[src/rtl/xyzrmse_pkg.sv]
// ----------------------------------------------------------------------------
// xyzrmse_pkg
// Shared widths, register map, job codes, color matrix and bus structs.
// ----------------------------------------------------------------------------
package xyzrmse_pkg;

    localparam int MAX_DIM  = 4096;
    localparam int CNT_W    = $clog2(MAX_DIM);
    localparam int REG_W    = 13;
    localparam int CMP_W    = ((CNT_W > REG_W) ? CNT_W : REG_W) + 2;
    localparam int ADDR_W   = 5;
    localparam int DATA_W   = 32;

    localparam int BYTE_W   = 8;
    localparam int COEF_W   = 16;
    localparam int ACC_W    = 25;
    localparam int XYZ_W    = 17;
    localparam int SQ_W     = 34;
    localparam int SUM_W    = 58;
    localparam int PEAK_W   = 36;
    localparam int N_W      = 2 * REG_W;
    localparam int DVD_W    = 60;
    localparam int DVS_W    = 28;
    localparam int ROOT_W   = DVD_W / 2;
    localparam int OUT_W    = 17;
    localparam int NUM_JOBS = 5;
    localparam int JOB_W    = 3;

    localparam logic [OUT_W-1:0] OUT_MAX = {OUT_W{1'b1}};
    localparam logic [REG_W-1:0] START_OFF = {REG_W{1'b1}};

    // register indexes
    localparam logic [2:0] REG_X_START = 3'd0;
    localparam logic [2:0] REG_Y_START = 3'd1;
    localparam logic [2:0] REG_WIN_W   = 3'd2;
    localparam logic [2:0] REG_WIN_H   = 3'd3;
    localparam logic [2:0] REG_FRM_W   = 3'd4;
    localparam logic [2:0] REG_FRM_H   = 3'd5;

    // frame-end jobs, in result order
    localparam logic [JOB_W-1:0] JOB_X    = 3'd0;
    localparam logic [JOB_W-1:0] JOB_Y    = 3'd1;
    localparam logic [JOB_W-1:0] JOB_Z    = 3'd2;
    localparam logic [JOB_W-1:0] JOB_TOT  = 3'd3;
    localparam logic [JOB_W-1:0] JOB_PEAK = 3'd4;

    // sRGB to XYZ, Q0.16, row major
    localparam logic [COEF_W-1:0] XYZ_COEF [9] = '{
        16'd27031, 16'd23434, 16'd11825,
        16'd13938, 16'd46868, 16'd4730,
        16'd1267,  16'd7811,  16'd62279
    };

    typedef struct packed {
        logic [REG_W-1:0] x_start;
        logic [REG_W-1:0] y_start;
        logic [REG_W-1:0] win_width;
        logic [REG_W-1:0] win_height;
        logic [REG_W-1:0] frame_width;
        logic [REG_W-1:0] frame_height;
    } t_cfg;

    typedef struct packed {
        logic             take;
        logic             div_start;
        logic             sqrt_start;
        logic             store;
        logic [JOB_W-1:0] job;
        logic             load_out;
        logic             clear;
    } t_cmd;

    typedef struct packed {
        logic pipe_empty;
        logic div_done;
        logic sqrt_done;
        logic out_full;
    } t_stat;

    // one XYZ component, rounded half up, Q9.8
    function automatic logic [XYZ_W-1:0] to_xyz(input int row, input logic [BYTE_W-1:0] r,
                                                 input logic [BYTE_W-1:0] g,
                                                 input logic [BYTE_W-1:0] b);
        logic [ACC_W-1:0] acc;
        acc = ACC_W'(XYZ_COEF[3*row])   * ACC_W'(r)
            + ACC_W'(XYZ_COEF[3*row+1]) * ACC_W'(g)
            + ACC_W'(XYZ_COEF[3*row+2]) * ACC_W'(b)
            + ACC_W'(128);
        return acc[ACC_W-1:8];
    endfunction

endpackage

[src/rtl/xyzrmse_regs.sv]
// ----------------------------------------------------------------------------
// xyzrmse_regs
// APB register file for the window and frame settings.
// ----------------------------------------------------------------------------
module xyzrmse_regs import xyzrmse_pkg::*; (
    input  logic              i_clk,
    input  logic              i_rst_n,
    input  logic              psel,
    input  logic              penable,
    input  logic              pwrite,
    input  logic [ADDR_W-1:0] paddr,
    input  logic [DATA_W-1:0] pwdata,
    output logic [DATA_W-1:0] prdata,
    output logic              pready,
    output t_cfg              o_cfg
);

    t_cfg       r_cfg;
    logic [2:0] idx;
    logic       wr;

    assign idx    = paddr[4:2];
    assign wr     = psel & penable & pwrite;
    assign pready = 1'b1;
    assign o_cfg  = r_cfg;

    always_ff @(posedge i_clk) begin
        if (!i_rst_n) begin
            r_cfg.x_start      <= START_OFF;
            r_cfg.y_start      <= START_OFF;
            r_cfg.win_width    <= REG_W'(1);
            r_cfg.win_height   <= REG_W'(1);
            r_cfg.frame_width  <= REG_W'(1);
            r_cfg.frame_height <= REG_W'(1);
        end else if (wr) begin
            case (idx)
                REG_X_START: r_cfg.x_start      <= pwdata[REG_W-1:0];
                REG_Y_START: r_cfg.y_start      <= pwdata[REG_W-1:0];
                REG_WIN_W:   r_cfg.win_width    <= pwdata[REG_W-1:0];
                REG_WIN_H:   r_cfg.win_height   <= pwdata[REG_W-1:0];
                REG_FRM_W:   r_cfg.frame_width  <= pwdata[REG_W-1:0];
                REG_FRM_H:   r_cfg.frame_height <= pwdata[REG_W-1:0];
                default: ;
            endcase
        end
    end

    always_comb begin
        case (idx)
            REG_X_START: prdata = DATA_W'(r_cfg.x_start);
            REG_Y_START: prdata = DATA_W'(r_cfg.y_start);
            REG_WIN_W:   prdata = DATA_W'(r_cfg.win_width);
            REG_WIN_H:   prdata = DATA_W'(r_cfg.win_height);
            REG_FRM_W:   prdata = DATA_W'(r_cfg.frame_width);
            REG_FRM_H:   prdata = DATA_W'(r_cfg.frame_height);
            default:     prdata = '0;
        endcase
    end

endmodule

[config.mk]
export PLATFORM = sky130hd
export DESIGN_NAME = xyzrmse_regs
export DESIGN_NICKNAME = d
export VERILOG_FILES = /design/src/rtl/xyzrmse_pkg.sv /design/src/rtl/xyzrmse_regs.sv
export SDC_FILE = /design/constraint.sdc
export NUM_CORES = 1
export LEC_CHECK = 0
export BUFFER_PORTS_ARGS = -buffer_cell sky130_fd_sc_hd__buf_2
export CAP_MARGIN = 40
export CORE_MARGIN = 5
export CORE_UTILIZATION = 30
export CTS_BUF_LIST = sky130_fd_sc_hd__clkbuf_4 sky130_fd_sc_hd__clkbuf_8 sky130_fd_sc_hd__clkbuf_16
export CTS_CLUSTER_SIZE = 8
export DETAILED_ROUTE_END_ITERATION = 6
export GPL_ROUTABILITY_DRIVEN = 0
export MAX_ROUTING_LAYER = met4
export PLACE_DENSITY = 0.55
export SLEW_MARGIN = 0
export SYNTH_ARGS = -nofsm -noshare
export SYNTH_HDL_FRONTEND = slang
export SYNTH_SLANG_ARGS = --single-unit
[constraint.sdc]
create_clock -name i_clk -period 1.5 [get_ports i_clk]
set_clock_uncertainty 0.15 [all_clocks]
set_input_delay 0.225 -clock i_clk [delete_from_list [all_inputs] [get_ports i_clk]]
set_output_delay 0.225 -clock i_clk [all_outputs]
set_load 0.01 [all_outputs]
* Word level (Yosys, flattened, before mapping)
Cells that the tools add are included.
** Word-level totals
- Input bits :: 42
- Flip-flop bits (word level) :: 78
- Logic and storage cells :: 21
** Operators by class
- Bitwise logic cells :: 2
- Multiplexer cells :: 1
- Reduce and logical (&&, ||, !) cells :: 7
- Equal/unequal tests :: 5
** Operator list (number)
- 13-bit one-hot mux with 6 select lines :: 1
- 2-bit AND reduction :: 6
- 3-bit by 2-bit equality test with 1-bit output, second input constant :: 2
- 3-bit equality test, second input constant :: 2
- 3-bit by 1-bit equality test with 1-bit output, second input constant :: 1
- 3-bit logical NOT :: 1
- 1-bit AND :: 2

* Longest topological paths before layout
- Depth in word-level cells :: 3
- Mapped depth :: 6
- Gate-level depth less buffers :: 3

* Least setup slack after synthesis
Ideal clock, no wire load.
- Kind :: input-to-output
- Start point :: input port paddr[2]
- End point :: output port prdata[6]
- Setup slack :: -0.084 ns
- Arrival :: 1.209 ns
- Data required time :: 1.125 ns
- Stages on the path :: 5
- Buffers on the path :: 2
- Cell sequence :: buf_2 buf_2 mux2i_1 nor2_1 a211o_1
** Between the ends
- Word-level cells in the longest chain between the ends :: 2
- Elaborated cells between the ends (all ways) :: 7
** RTL lines
- start: declaration :: RTL line xyzrmse_regs.sv:11 : input logic [ADDR_W-1:0] paddr,
- 3-bit equality test (tied with other cells) :: RTL line xyzrmse_regs.sv:49 : case (idx)
- 13-bit one-hot mux with 6 select lines (*) :: RTL line xyzrmse_regs.sv:49
- end: declaration :: RTL line xyzrmse_regs.sv:13 : output logic [DATA_W-1:0] prdata,
Mark *: on every way between the ends. The rest lies on a longest branch, timed or not.

* Worst setup path in the final report
- Start point :: register r_cfg, in the netlist o_cfg[69]
- End point :: output port prdata[4]
** Between the ends
- Word-level cells in the longest chain between the ends :: 1
** RTL lines
- start: declaration :: RTL line xyzrmse_regs.sv:18 : t_cfg r_cfg;
- 13-bit one-hot mux with 6 select lines :: RTL line xyzrmse_regs.sv:49
Every way passes these cells.

==> results.json <==
{
  "whs_path_depth": 3,
  "reg2reg_from": "o_cfg[41]",
  "portBuffers": 111,
  "ys_ff_latch": 78,
  "worst-setup-path-type": "reg2out",
  "fillCellCount": 1176,
  "crit_family": "flip-flops",
  "drt-total-wl_um": 12500,
  "track_usage_pct": 17.2,
  "synthTopCellsByCount": "dfxtp_1 (78), mux2i_1 (71), nand2_1 (61), o21ai_0 (37), buf_4 (24)",
  "max_freq_mhz": 580,
  "synthXorXnorAreaFrac_pct": 0,
  "largest_reg_flops": 78,
  "hold_viol": 0,
  "multi_input_area_um2": 1940,
  "yosys-top-cells-area": "dfxtp_1 (42%), mux2i_1 (19%), nand2_1 (6.2%)",
  "grt_pass1_vias": 3533,
  "core_um2": 12100,
  "drv_slew": 0,
  "rsz0062_at_grt": "true",
  "setup_ws_ps": -224,
  "avgSynthCellArea_um2": 9.30,
  "yosysSeqAreaShare_pct": 42.2,
  "cts-buffers-inserted": 9,
  "cts-hold-fix-buffers": 0,
  "syn-cell-area_um2": 3700,
  "cp_max_fo": 3,
  "synth_edf_count": 0,
  "synth-main-ff-cell": "dfxtp_1",
  "first_iter_violations": 186,
  "die_y_um": 121,
  "dp_slack_ps": -213,
  "syn_to_final_growth_pct": 45.6,
  "drc_errors": 0,
  "viasPerCell": 4.88,
  "setup_viol": 12,
  "avgRoutedWirePerCell_um": 17.1,
  "critical_path.slowest_cell": "dfxtp_2",
  "ios": 153,
  "cts_tree": "done",
  "p_leak_nw": 2.37,
  "overflow": 0,
  "fin_crit_sh_pct": 115,
  "antenna_cells": 0,
  "holdCritPathClass": "in2reg",
  "r2r_slack_ps": 540,
  "die_x_um": 121,
  "synth-compound-area-share_pct": 16.6,
  "clkTransAtPathRegs_ps": 60,
  "grt_pass1_wl_um": 18900,
  "yosys_warnings": 0,
  "power-per-cell-area_nw_per_um2": 913,
  "rr_worst_depth": 4,
  "clock_latency_ps": 340,
  "grt_max_degree": 58,
  "yosysMostFrequentCell": "dfxtp_1",
  "first_pass_iters": 4,
  "synthSimpleGateAreaFrac_pct": 8.65,
  "crit_path_start_kind": "register",
  "htree_levels": 3,
  "synth_top_area_share_pct": 42.2,
  "cp_data_arrival_time_ps": 1350,
  "cts_buffer_depth": 2,
  "seqCellArea_um2": 1610,
  "vias": 3563,
  "max_stage_delay_ps": 330,
  "nets": 599,
  "cap_violations": 0,
  "reg2reg_to": "o_cfg[41]",
  "cts-root-buf": "clkbuf_16",
  "failed_checks": "setup timing",
  "yosys.area_share.adder_pct": 0,
  "clkSinkCount": 78,
  "critPathCaptureType": "primary output",
  "start_util_pct": 30.7,
  "antenna_found_initial": 0,
  "worstHoldEndpoint": "o_cfg[55]",
  "synth.distinct_cells": 29,
  "worstPathBufferInverterCount": 1,
  "dp_hpwl_um": 8780,
  "synth-async-reset-ratio_pct": 0,
  "synth_largest_area_cell": "dfxtp_1",
  "num_rows": 40,
  "synthMuxAreaShare_pct": 22.2,
  "crit_required_ps": 1120,
  "vdd_ir_drop_max_mv": 0.431,
  "die_area_um2": 14700,
  "min_from": "pwdata[3]",
  "netlist_instances": 398,
  "drive_above_1_share_pct": 47.9,
  "antenna_left": 0,
  "status": "complete, but fails checks",
  "path_cells": "mux2_4, a221oi_2, a21oi_1, buf_2",
  "hold_ws_ps": 50.0,
  "finalCriticalPeriod_ps": 1720,
  "synth_top_family_by_area": "multiplexers"
}
==> power breakdown <==
part / switching [W] / total, W / internal [W]
clock: 0.000831 / 0.00224 / 0.00141
combinational: 0.000309 / 0.000570 / 0.000261
sequential: 0.0000152 / 0.00211 / 0.00209
total: 0.00115 / 0.00492 / 0.00377
==> area by class of cell <==
cell class / count / area share, %
clock buffers: 13 / 4.97
repair buffers: 184 / 23.6
flip-flops and latches: 78 / 29.9
inverters: 14 / 0.975
clock inverters: 3 / 0.789
well taps: 168 / 3.90
multi-input cells: 270 / 35.9
==> per-stage QoR <==
step           setup TNS [ps]  std cells  power [W]  utilization, %  cell area, um^2
2_1_floorplan            -314        416    0.00246               -             3770
3_3_place_gp            -7840        688    0.00263            38.4             4640
3_5_place_dp            -9660        688    0.00264            38.4             4640
4_1_cts                 -1730        728    0.00496            44.3             5350
5_1_grt                 -2390        730    0.00511            44.7             5390
6_report                -1570        730    0.00492            44.7             5390
==> how the worst max path moves through the flow <==
stage	startpoint	to	slack [ps]	cells past startpoint
after global routing	o_cfg[69]	prdata[4]	-280	4
after CTS	o_cfg[43]	prdata[4]	-240	4
after detailed placement	paddr[3]	prdata[11]	-210	5
after global placement	paddr[3]	prdata[11]	-190	5
after floorplan	paddr[3]	prdata[0]	-30	5
final	o_cfg[69]	prdata[4]	-220	4
==> worst register-to-register path: cells and delay by family (launching register included) <==
family                 cells  cell delay (ps)
DFF                        1              320
buffers and inverters      2              260
and+or+nand+nor            1               50
muxes                      1               60
==> layer usage <==
layer,wire length (um),vias up,GRT usage [%],share of wire [%]
met5,0,-,-,0
met4,241,0,5.95,1.9
met3,730,20,3.54,5.9
met2,5880,132,27.1,47
met1,5600,1715,21.9,45
li1,-,1696,-,-
==> layout by cell type, fill, tap and decap left out, drive strengths merged <==
master,netlist,final
o211ai,13,13
nor2,7,7
a211o,1,1
nand4,1,1
o21ai,37,37
nand2b,2,2
a21oi,3,3
bufinv,0,1
o21a,2,2
clkinv,0,1
buf,34,182
o22a,6,6
nand2,61,61
or2,2,2
inv,14,14
clkinvlp,0,1
o22ai,3,3
a22oi,6,6
a221oi,3,3
o311ai,17,17
nand3,2,2
conb,2,20
mux2i,71,71
dfxtp,78,78
bufbuf,0,2
clkbuf,20,13
nor2b,2,2
mux2,10,10
nand4b,1,1
==> repair_timing <==
action,CTS,global route
cloned,2,0
setup buffers,22,2
setup endpoints to repair,13,15
gates resized for setup,68,11
pin swaps,12,3
==> cell families after synthesis <==
group | Yosys count
AO/OA/AOI/OAI | 91
multiplexers | 81
flip-flops | 78
AND/OR/NAND/NOR | 78
buffers and inverters | 68
other | 2
Note: power is estimated with default switching activity, not from simulation.
