### config.mk
export PLATFORM = sky130hd
export DESIGN_NAME = xyzrmse_ctrl
export DESIGN_NICKNAME = d
export VERILOG_FILES = /design/src/rtl/xyzrmse_pkg.sv /design/src/rtl/xyzrmse_ctrl.sv
export SDC_FILE = /design/constraint.sdc
export NUM_CORES = 1
export LEC_CHECK = 0
export ABC_AREA = 0
export BUFFER_PORTS_ARGS = -buffer_cell sky130_fd_sc_hd__buf_2
export CELL_PAD_IN_SITES_DETAIL_PLACEMENT = 1
export CELL_PAD_IN_SITES_GLOBAL_PLACEMENT = 2
export CORE_MARGIN = 5
export CORE_UTILIZATION = 26
export DETAILED_ROUTE_END_ITERATION = 10
export MAX_ROUTING_LAYER = met4
export PLACE_DENSITY_LB_ADDON = 0.15
export SYNTH_ARGS = -nofsm -noshare
export SYNTH_HDL_FRONTEND = slang
export SYNTH_SLANG_ARGS = --single-unit
### constraint.sdc
create_clock -name i_clk -period 2.44 [get_ports i_clk]
set_input_delay 0.488 -clock i_clk [delete_from_list [all_inputs] [get_ports i_clk]]
set_output_delay 0.488 -clock i_clk [all_outputs]
set_load 0.05 [all_outputs]
### src/rtl/xyzrmse_pkg.sv
// ----------------------------------------------------------------------------
// xyzrmse_pkg
// Shared widths, register map, job codes, color matrix and bus structs.
// ----------------------------------------------------------------------------
package xyzrmse_pkg;

    localparam int MAX_DIM  = 4096;
    localparam int CNT_W    = $clog2(MAX_DIM);
    localparam int REG_W    = 13;
    localparam int CMP_W    = ((CNT_W > REG_W) ? CNT_W : REG_W) + 2;
    localparam int ADDR_W   = 5;
    localparam int DATA_W   = 32;

    localparam int BYTE_W   = 8;
    localparam int COEF_W   = 16;
    localparam int ACC_W    = 25;
    localparam int XYZ_W    = 17;
    localparam int SQ_W     = 34;
    localparam int SUM_W    = 58;
    localparam int PEAK_W   = 36;
    localparam int N_W      = 2 * REG_W;
    localparam int DVD_W    = 60;
    localparam int DVS_W    = 28;
    localparam int ROOT_W   = DVD_W / 2;
    localparam int OUT_W    = 17;
    localparam int NUM_JOBS = 5;
    localparam int JOB_W    = 3;

    localparam logic [OUT_W-1:0] OUT_MAX = {OUT_W{1'b1}};
    localparam logic [REG_W-1:0] START_OFF = {REG_W{1'b1}};

    // register indexes
    localparam logic [2:0] REG_X_START = 3'd0;
    localparam logic [2:0] REG_Y_START = 3'd1;
    localparam logic [2:0] REG_WIN_W   = 3'd2;
    localparam logic [2:0] REG_WIN_H   = 3'd3;
    localparam logic [2:0] REG_FRM_W   = 3'd4;
    localparam logic [2:0] REG_FRM_H   = 3'd5;

    // frame-end jobs, in result order
    localparam logic [JOB_W-1:0] JOB_X    = 3'd0;
    localparam logic [JOB_W-1:0] JOB_Y    = 3'd1;
    localparam logic [JOB_W-1:0] JOB_Z    = 3'd2;
    localparam logic [JOB_W-1:0] JOB_TOT  = 3'd3;
    localparam logic [JOB_W-1:0] JOB_PEAK = 3'd4;

    // sRGB to XYZ, Q0.16, row major
    localparam logic [COEF_W-1:0] XYZ_COEF [9] = '{
        16'd27031, 16'd23434, 16'd11825,
        16'd13938, 16'd46868, 16'd4730,
        16'd1267,  16'd7811,  16'd62279
    };

    typedef struct packed {
        logic [REG_W-1:0] x_start;
        logic [REG_W-1:0] y_start;
        logic [REG_W-1:0] win_width;
        logic [REG_W-1:0] win_height;
        logic [REG_W-1:0] frame_width;
        logic [REG_W-1:0] frame_height;
    } t_cfg;

    typedef struct packed {
        logic             take;
        logic             div_start;
        logic             sqrt_start;
        logic             store;
        logic [JOB_W-1:0] job;
        logic             load_out;
        logic             clear;
    } t_cmd;

    typedef struct packed {
        logic pipe_empty;
        logic div_done;
        logic sqrt_done;
        logic out_full;
    } t_stat;

    // one XYZ component, rounded half up, Q9.8
    function automatic logic [XYZ_W-1:0] to_xyz(input int row, input logic [BYTE_W-1:0] r,
                                                 input logic [BYTE_W-1:0] g,
                                                 input logic [BYTE_W-1:0] b);
        logic [ACC_W-1:0] acc;
        acc = ACC_W'(XYZ_COEF[3*row])   * ACC_W'(r)
            + ACC_W'(XYZ_COEF[3*row+1]) * ACC_W'(g)
            + ACC_W'(XYZ_COEF[3*row+2]) * ACC_W'(b)
            + ACC_W'(128);
        return acc[ACC_W-1:8];
    endfunction

endpackage

### src/rtl/xyzrmse_ctrl.sv
// ----------------------------------------------------------------------------
// xyzrmse_ctrl
// Frame sequencer: pixel intake, then five divide and root jobs.
// ----------------------------------------------------------------------------
module xyzrmse_ctrl import xyzrmse_pkg::*; (
    input  logic  i_clk,
    input  logic  i_rst_n,
    input  logic  i_valid,
    input  logic  i_last_pixel,
    output logic  o_ready,
    input  t_stat i_stat,
    output t_cmd  o_cmd
);

    localparam logic [2:0] S_RUN     = 3'd0;
    localparam logic [2:0] S_DRAIN   = 3'd1;
    localparam logic [2:0] S_DIV_GO  = 3'd2;
    localparam logic [2:0] S_DIV_W   = 3'd3;
    localparam logic [2:0] S_SQ_GO   = 3'd4;
    localparam logic [2:0] S_SQ_W    = 3'd5;
    localparam logic [2:0] S_STORE   = 3'd6;
    localparam logic [2:0] S_OUT     = 3'd7;

    logic [2:0]       r_state, n_state;
    logic [JOB_W-1:0] r_job, n_job;
    logic             take;

    assign o_ready = r_state == S_RUN;
    assign take    = i_valid && o_ready;

    always_comb begin
        n_state = r_state;
        n_job   = r_job;
        o_cmd   = '0;
        o_cmd.take = take;
        o_cmd.job  = r_job;
        case (r_state)
            S_RUN: begin
                if (take && i_last_pixel) n_state = S_DRAIN;
            end
            S_DRAIN: begin
                n_job = JOB_X;
                if (i_stat.pipe_empty) n_state = S_DIV_GO;
            end
            S_DIV_GO: begin
                o_cmd.div_start = 1'b1;
                n_state = S_DIV_W;
            end
            S_DIV_W: begin
                if (i_stat.div_done) n_state = S_SQ_GO;
            end
            S_SQ_GO: begin
                o_cmd.sqrt_start = 1'b1;
                n_state = S_SQ_W;
            end
            S_SQ_W: begin
                if (i_stat.sqrt_done) n_state = S_STORE;
            end
            S_STORE: begin
                o_cmd.store = 1'b1;
                if (r_job == JOB_PEAK) begin
                    n_state = S_OUT;
                end else begin
                    n_job   = r_job + 1'b1;
                    n_state = S_DIV_GO;
                end
            end
            S_OUT: begin
                if (!i_stat.out_full) begin
                    o_cmd.load_out = 1'b1;
                    o_cmd.clear    = 1'b1;
                    n_state        = S_RUN;
                end
            end
            default: n_state = S_RUN;
        endcase
    end

    always_ff @(posedge i_clk) begin
        if (!i_rst_n) begin
            r_state <= S_RUN;
            r_job   <= JOB_X;
        end else begin
            r_state <= n_state;
            r_job   <= n_job;
        end
    end

endmodule

* Word level (Yosys, flattened, before mapping)
Cells that the tools add are included.
** Operators by class
- Reduce and logical (&&, ||, !) cells :: 6
- Multiplexer cells :: 14
- $add $sub $neg :: 1
- Equal/unequal tests :: 14
** Operators with widths (count)
- 3-bit case mux with 8 select lines :: 1
- 3-bit two-way mux :: 7
- 3-bit == test, second input constant :: 5
- 2-bit != test, second input constant :: 5
- 3-bit by 2-bit == test with 1-bit output, second input constant :: 2
- 3-bit case mux with 2 select lines :: 1
- 5-bit AND reduction :: 1
- 2-bit two-way mux :: 2
- 3-bit by 1-bit adder with 3-bit output, second input constant :: 1
- 3-bit by 1-bit == test with 1-bit output, second input constant :: 1
- 3-bit logical NOT :: 1
- 1-bit two-way mux :: 3
- 1-bit logical AND :: 2
- 2-bit by 1-bit != test with 1-bit output, second input constant :: 1
- 2-bit AND reduction :: 1
- 2-bit nonzero test :: 1
** Word-level totals
- Output and inout bits :: 10
- Register bits after elaboration :: 6
- Input port bits :: 8
- Word-level logic and storage cells :: 37

* Longest topological paths before layout
- Word-level depth :: 5
- Mapped depth :: 5
- Gate-level depth less buffers :: 5

* Worst setup path before layout
OpenSTA, ideal clock, no wires.
- Kind :: reg2out
- From :: reg r_state[0]
- To :: out o_cmd[8] (netlist name)
- Cell stages (with the launch flop) :: 5
- Buffers on the path :: 2
- Data required time :: 1.952 ns
- Arrival :: 2.060 ns
- Slack :: -0.108 ns
- Path through :: dfxtp_1 -> buf_2 -> nor3_1 -> and2_1 -> buf_4
** On the way
- Cells in the longest elaborated chain, start to end :: 2
** Ends and longest elaborated chain
- start: declaration :: RTL line xyzrmse_ctrl.sv:24 : logic [2:0] r_state, n_state;
- start signal: assignment :: RTL line xyzrmse_ctrl.sv:84 : r_state <= n_state;
- 3-bit logical NOT :: RTL line xyzrmse_ctrl.sv:28 : assign o_ready = r_state == S_RUN;
- named net o_ready :: RTL line xyzrmse_ctrl.sv:10 : output logic o_ready,
- 1-bit logical AND :: RTL line xyzrmse_ctrl.sv:29 : assign take = i_valid && o_ready;
- end: declaration :: RTL line xyzrmse_ctrl.sv:12 : output t_cmd o_cmd
The timed path passes the listed nets, and every way through them passes these cells.

==> Flow_metrics.wiki <==
{| class="wikitable"
! Metric !! Value
|-
| Cells after synthesis || 56
|-
| Leakage power of the design || 0.2603 nW
|-
| Overall track demand over capacity in global routing || 10.07%
|-
| Shortest period the worst path allows || 1934 ps
|-
| Antenna diode count || 0
|-
| Initial core utilization || between 20 and 30%
|-
| Post-synthesis cell area || roughly 450 µm²
|-
| Worst hold path endpoint || r_job[2]
|-
| Commonest cells in the netlist || sky130_fd_sc_hd__nand2_1, sky130_fd_sc_hd__dfxtp_1, sky130_fd_sc_hd__nand3_1
|-
| R2R Path End || r_state[0]
|-
| Area fraction in and, or, nand and nor cells after synthesis || 35.36%
|-
| Adder-cell share of the synthesized area || between 5 and 6%
|-
| Final setup fails || 0
|-
| Ratio of final minimum period to clock period || around 79%
|-
| Share of flip-flops with an asynchronous set or reset after synthesis || 0%
|-
| Power per standard cell area || 493.0 nW/µm²
|-
| Clock tree from TritonCTS || yes
|-
| Clock Power Share || 33.0%
|-
| Internal portion of total power || 185.7 µW
|-
| Ratio of cells with drive above 1 in the final layout || between 30% and 40%
|-
| Post-synthesis share of cell area spent on xor and xnor gates || 0%
|-
| Number of buffer cells added on primary ports || 17
|-
| Critical register-to-register path startpoint || r_state[1]
|-
| Final cell count without fillers || 89
|-
| Sort of element at the end of the critical path || output pin
|-
| Max IR drop VDD || 175.4 µV
|-
| Clock root cell || sky130_fd_sc_hd__clkbuf_4
|-
| Post-route antenna net violation count || 0
|-
| HPWL after detailed placement || slightly below 900 µm
|-
| Dominant cells by area after synthesis || sky130_fd_sc_hd__dfxtp_1, sky130_fd_sc_hd__nand2_1, sky130_fd_sc_hd__ha_1
|-
| Die width || 51.74 µm
|-
| Total Negative Setup Slacks || 0 ps
|-
| Hold-critical path depth || 2
|-
| Placed cell count || 86
|-
| Row cnt || 15
|-
| Switching power of the nets || 92.46 µW
|-
| Multiplexer area fraction after synthesis || 4.420%
|-
| Combinational family with the most area after synthesis || simple AND/OR/NAND/NOR gates
|-
| Required time of the critical path || 1950 ps
|-
| Final Max Tran Viols || 0
|-
| Area overhead of the layout relative to synthesis || 24.59%
|-
| Critical path fanouts, max || 13
|-
| Max incr delay on CP || 560 ps
|-
| Count of instances resized after the clock tree is built || 0
|-
| First-pass iteration count of the detailed router || 4
|-
| Critical Path AT || 1450 ps
|-
| Antenna violations before repair || 0
|-
| Worst hold path class || register to register
|-
| Worst hold start || r_job[2]
|-
| Outcome || finished clean
|-
| Start-to-end type of the worst setup path || register to output pin
|-
| Count of final hold-check violations || 0
|-
| Worst path cell trace || nand3b_1, inv_1, buf_2
|-
| Number of global-route vias before repair || about 460
|-
| Syn. warnings || 0
|-
| First-pass GRT wire length || about 1900 µm
|-
| Post-synth EDFFs || 0
|-
| Fraction of power spent switching nets || 33.24%
|-
| Last weighted congestion value of the routability-driven placer || 0.7508
|-
| Routed wl met2 || 494 µm
|-
| Count of state elements after synthesis || 6
|-
| Count of nets after finishing || 84
|-
| Clock insertion delay at the later pin of the skew report || roughly 250 ps
|-
| Register area share after synthesis || 26.52%
|-
| CTS H-Tree Depth || 1
|-
| Aggregate routed wire length || roughly 1100 µm
|-
| Highest metal layer with signal wires || met4
|-
| Via density per instance || 5.011
|-
| Buffers inserted during post-CTS setup optimization || 0
|-
| Startpoint kind of the worst setup timing path || register
|-
| Slowest cell on the critical path || sky130_fd_sc_hd__dfxtp_1
|-
| Remaining global-route overflow || 0
|-
| Sum of buffers and inverters on the critical path || 2
|-
| Avg Inst Size Synth || 8.088 µm²
|-
| Setup repair after global routing missed its margin || false
|-
| Core box area || 1689 µm²
|-
| Total via count in the routed design || 446
|-
| Clock skew || between 1.5 and 2 ps
|-
| Drt wl/cell || roughly 13 µm
|-
| # IOs || 18
|-
| DRC viols || 0
|-
| Cell family with the largest share of critical-path delay || flip-flops
|-
| Total design power || 278.2 µW
|-
| Syn nets || 66
|-
| Detailed-routed wire length on met3 || 54 µm
|-
| Maximum clock frequency || 517.1 MHz
|-
| Post-Route M1 WL || between 500 and 600 µm
|-
| Worst slew margin relative to its limit || 73.27%
|-
| Die Span Y || 51.74 µm
|-
| Number of maximum-capacitance constraint violations || 0
|-
| Die footprint || 2677 µm²
|-
| Logic pwr share || 26.3%
|-
| Post-CTS Hold Buffers || 0
|-
| Number of buffers on the longest clock path || 2
|-
| TritonCTS sink count || 6
|-
| Transition time of the tightest slew-check pin || roughly 400 ps
|-
| Count of routing violations after the opening detailed-route iteration || 2
|-
| Worst r2r path cells || 3
|-
| Primary FF master, synth || sky130_fd_sc_hd__dfxtp_1
|-
| Internal reg-to-reg setup slack || 1070 ps
|-
| Synthesized-area fraction occupied by ao, oa, aoi and oai cells || 18.78%
|-
| Dominant cell type by area after synthesis || sky130_fd_sc_hd__dfxtp_1
|-
| Clock transition at the registers of the reported paths || around 40 ps
|-
| Flop pwr share || between 40% and 50%
|-
| Most instantiated library cell after synthesis || sky130_fd_sc_hd__nand2_1
|-
| Clock buffers created by TritonCTS || 3
|-
| Pin count of the biggest net entering global routing || 14
|-
| Synth cell types || 25
|-
| Proportion of netlist area held by the largest area contributor || 26.52%
|}
sequential cells by signal, indices dropped and copies added, names as in the netlist:
name     cells
r_state      3
r_job        3
cell usage in the layout (no fill, tap or decap), types with 2 or more instances in the layout:
master and instances:
sky130_fd_sc_hd__a21boi_0 2, sky130_fd_sc_hd__and2_1 2, sky130_fd_sc_hd__buf_2 17, sky130_fd_sc_hd__clkbuf_4 3, sky130_fd_sc_hd__dfxtp_1 6, sky130_fd_sc_hd__ha_1 2
sky130_fd_sc_hd__inv_1 3, sky130_fd_sc_hd__mux2i_1 2, sky130_fd_sc_hd__nand2_1 7, sky130_fd_sc_hd__nand3_1 4, sky130_fd_sc_hd__nand3b_1 3, sky130_fd_sc_hd__nor2b_1 3
sky130_fd_sc_hd__nor3_2 2, sky130_fd_sc_hd__nor3b_1 2, sky130_fd_sc_hd__o211ai_1 2, sky130_fd_sc_hd__or3b_1 2
area by class of cell:
type | count | area [µm²]
clock buffer | 3 | 22.52
fill | 223 | 1125
inverter | 4 | 15.01
multi-input combinational | 42 | 300.3
sequential | 6 | 120.1
tap | 17 | 21.27
timing repair buffer | 17 | 85.08
per-layer routing:
| layer | global-route usage [%] | vias to the layer above |
|---|---|---|
| met5 | - | - |
| met4 | 7.860 | 0 |
| met3 | 3.438 | 5 |
| met2 | 14.41 | 12 |
| met1 | 11.42 | 201 |
| li1 | - | 228 |
metrics by stage:
step	utilization (%)	setup slack (ps)	hold slack, ps	instance area (µm²)
after detailed placement	32.07	779.0	528.4	541.8
after floorplan	-	303.9	605.5	462.9
after CTS	33.41	501.2	535.7	564.3
after global placement	32.07	812.5	531.1	541.8
after global routing	33.41	385.9	548.5	564.3
final	33.41	506.1	526.2	564.3
how the worst max path moves through the flow:
stage                     from  endpoint  slack, ps  depth (start not counted)
finish              r_state[1]  o_cmd[5]        510                          3
global route        r_state[1]  o_cmd[5]        390                          3
CTS                 r_state[1]  o_cmd[5]        500                          3
detailed placement  r_state[1]  o_cmd[5]        780                          3
global placement    r_state[1]  o_cmd[5]        810                          3
floorplan           r_state[1]  o_cmd[7]        300                          2
cell families (layout without fill, tap and decap cells):
| group | count (synthesis) | in the layout |
|---|---|---|
| buffers and inverters | 8 | 24 |
| AO/OA/AOI/OAI | 10 | 10 |
| multiplexers | 2 | 2 |
| flip-flops | 6 | 6 |
| adder cells (fa/ha/maj) | 2 | 2 |
| AND/OR/NAND/NOR | 28 | 28 |
worst reg2reg max path, stage by stage (launching register included):
cell and delay (ps):
sky130_fd_sc_hd__dfxtp_1 560, sky130_fd_sc_hd__or3b_1 400, sky130_fd_sc_hd__o311ai_2 120, sky130_fd_sc_hd__o2111a_1 240
power by group through the flow:
| stage | registers (mW) | clock network [mW] | logic (mW) |
|---|---|---|---|
| global placement | 0.115 | 0 | 0.0740 |
| finish | 0.113 | 0.0919 | 0.0732 |
| floorplan | 0.106 | 0 | 0.0682 |
| CTS | 0.113 | 0.0971 | 0.0746 |
| global route | 0.115 | 0.101 | 0.0795 |
| detailed placement | 0.115 | 0 | 0.0740 |
No activity file was read; power rests on OpenSTA's default activity.
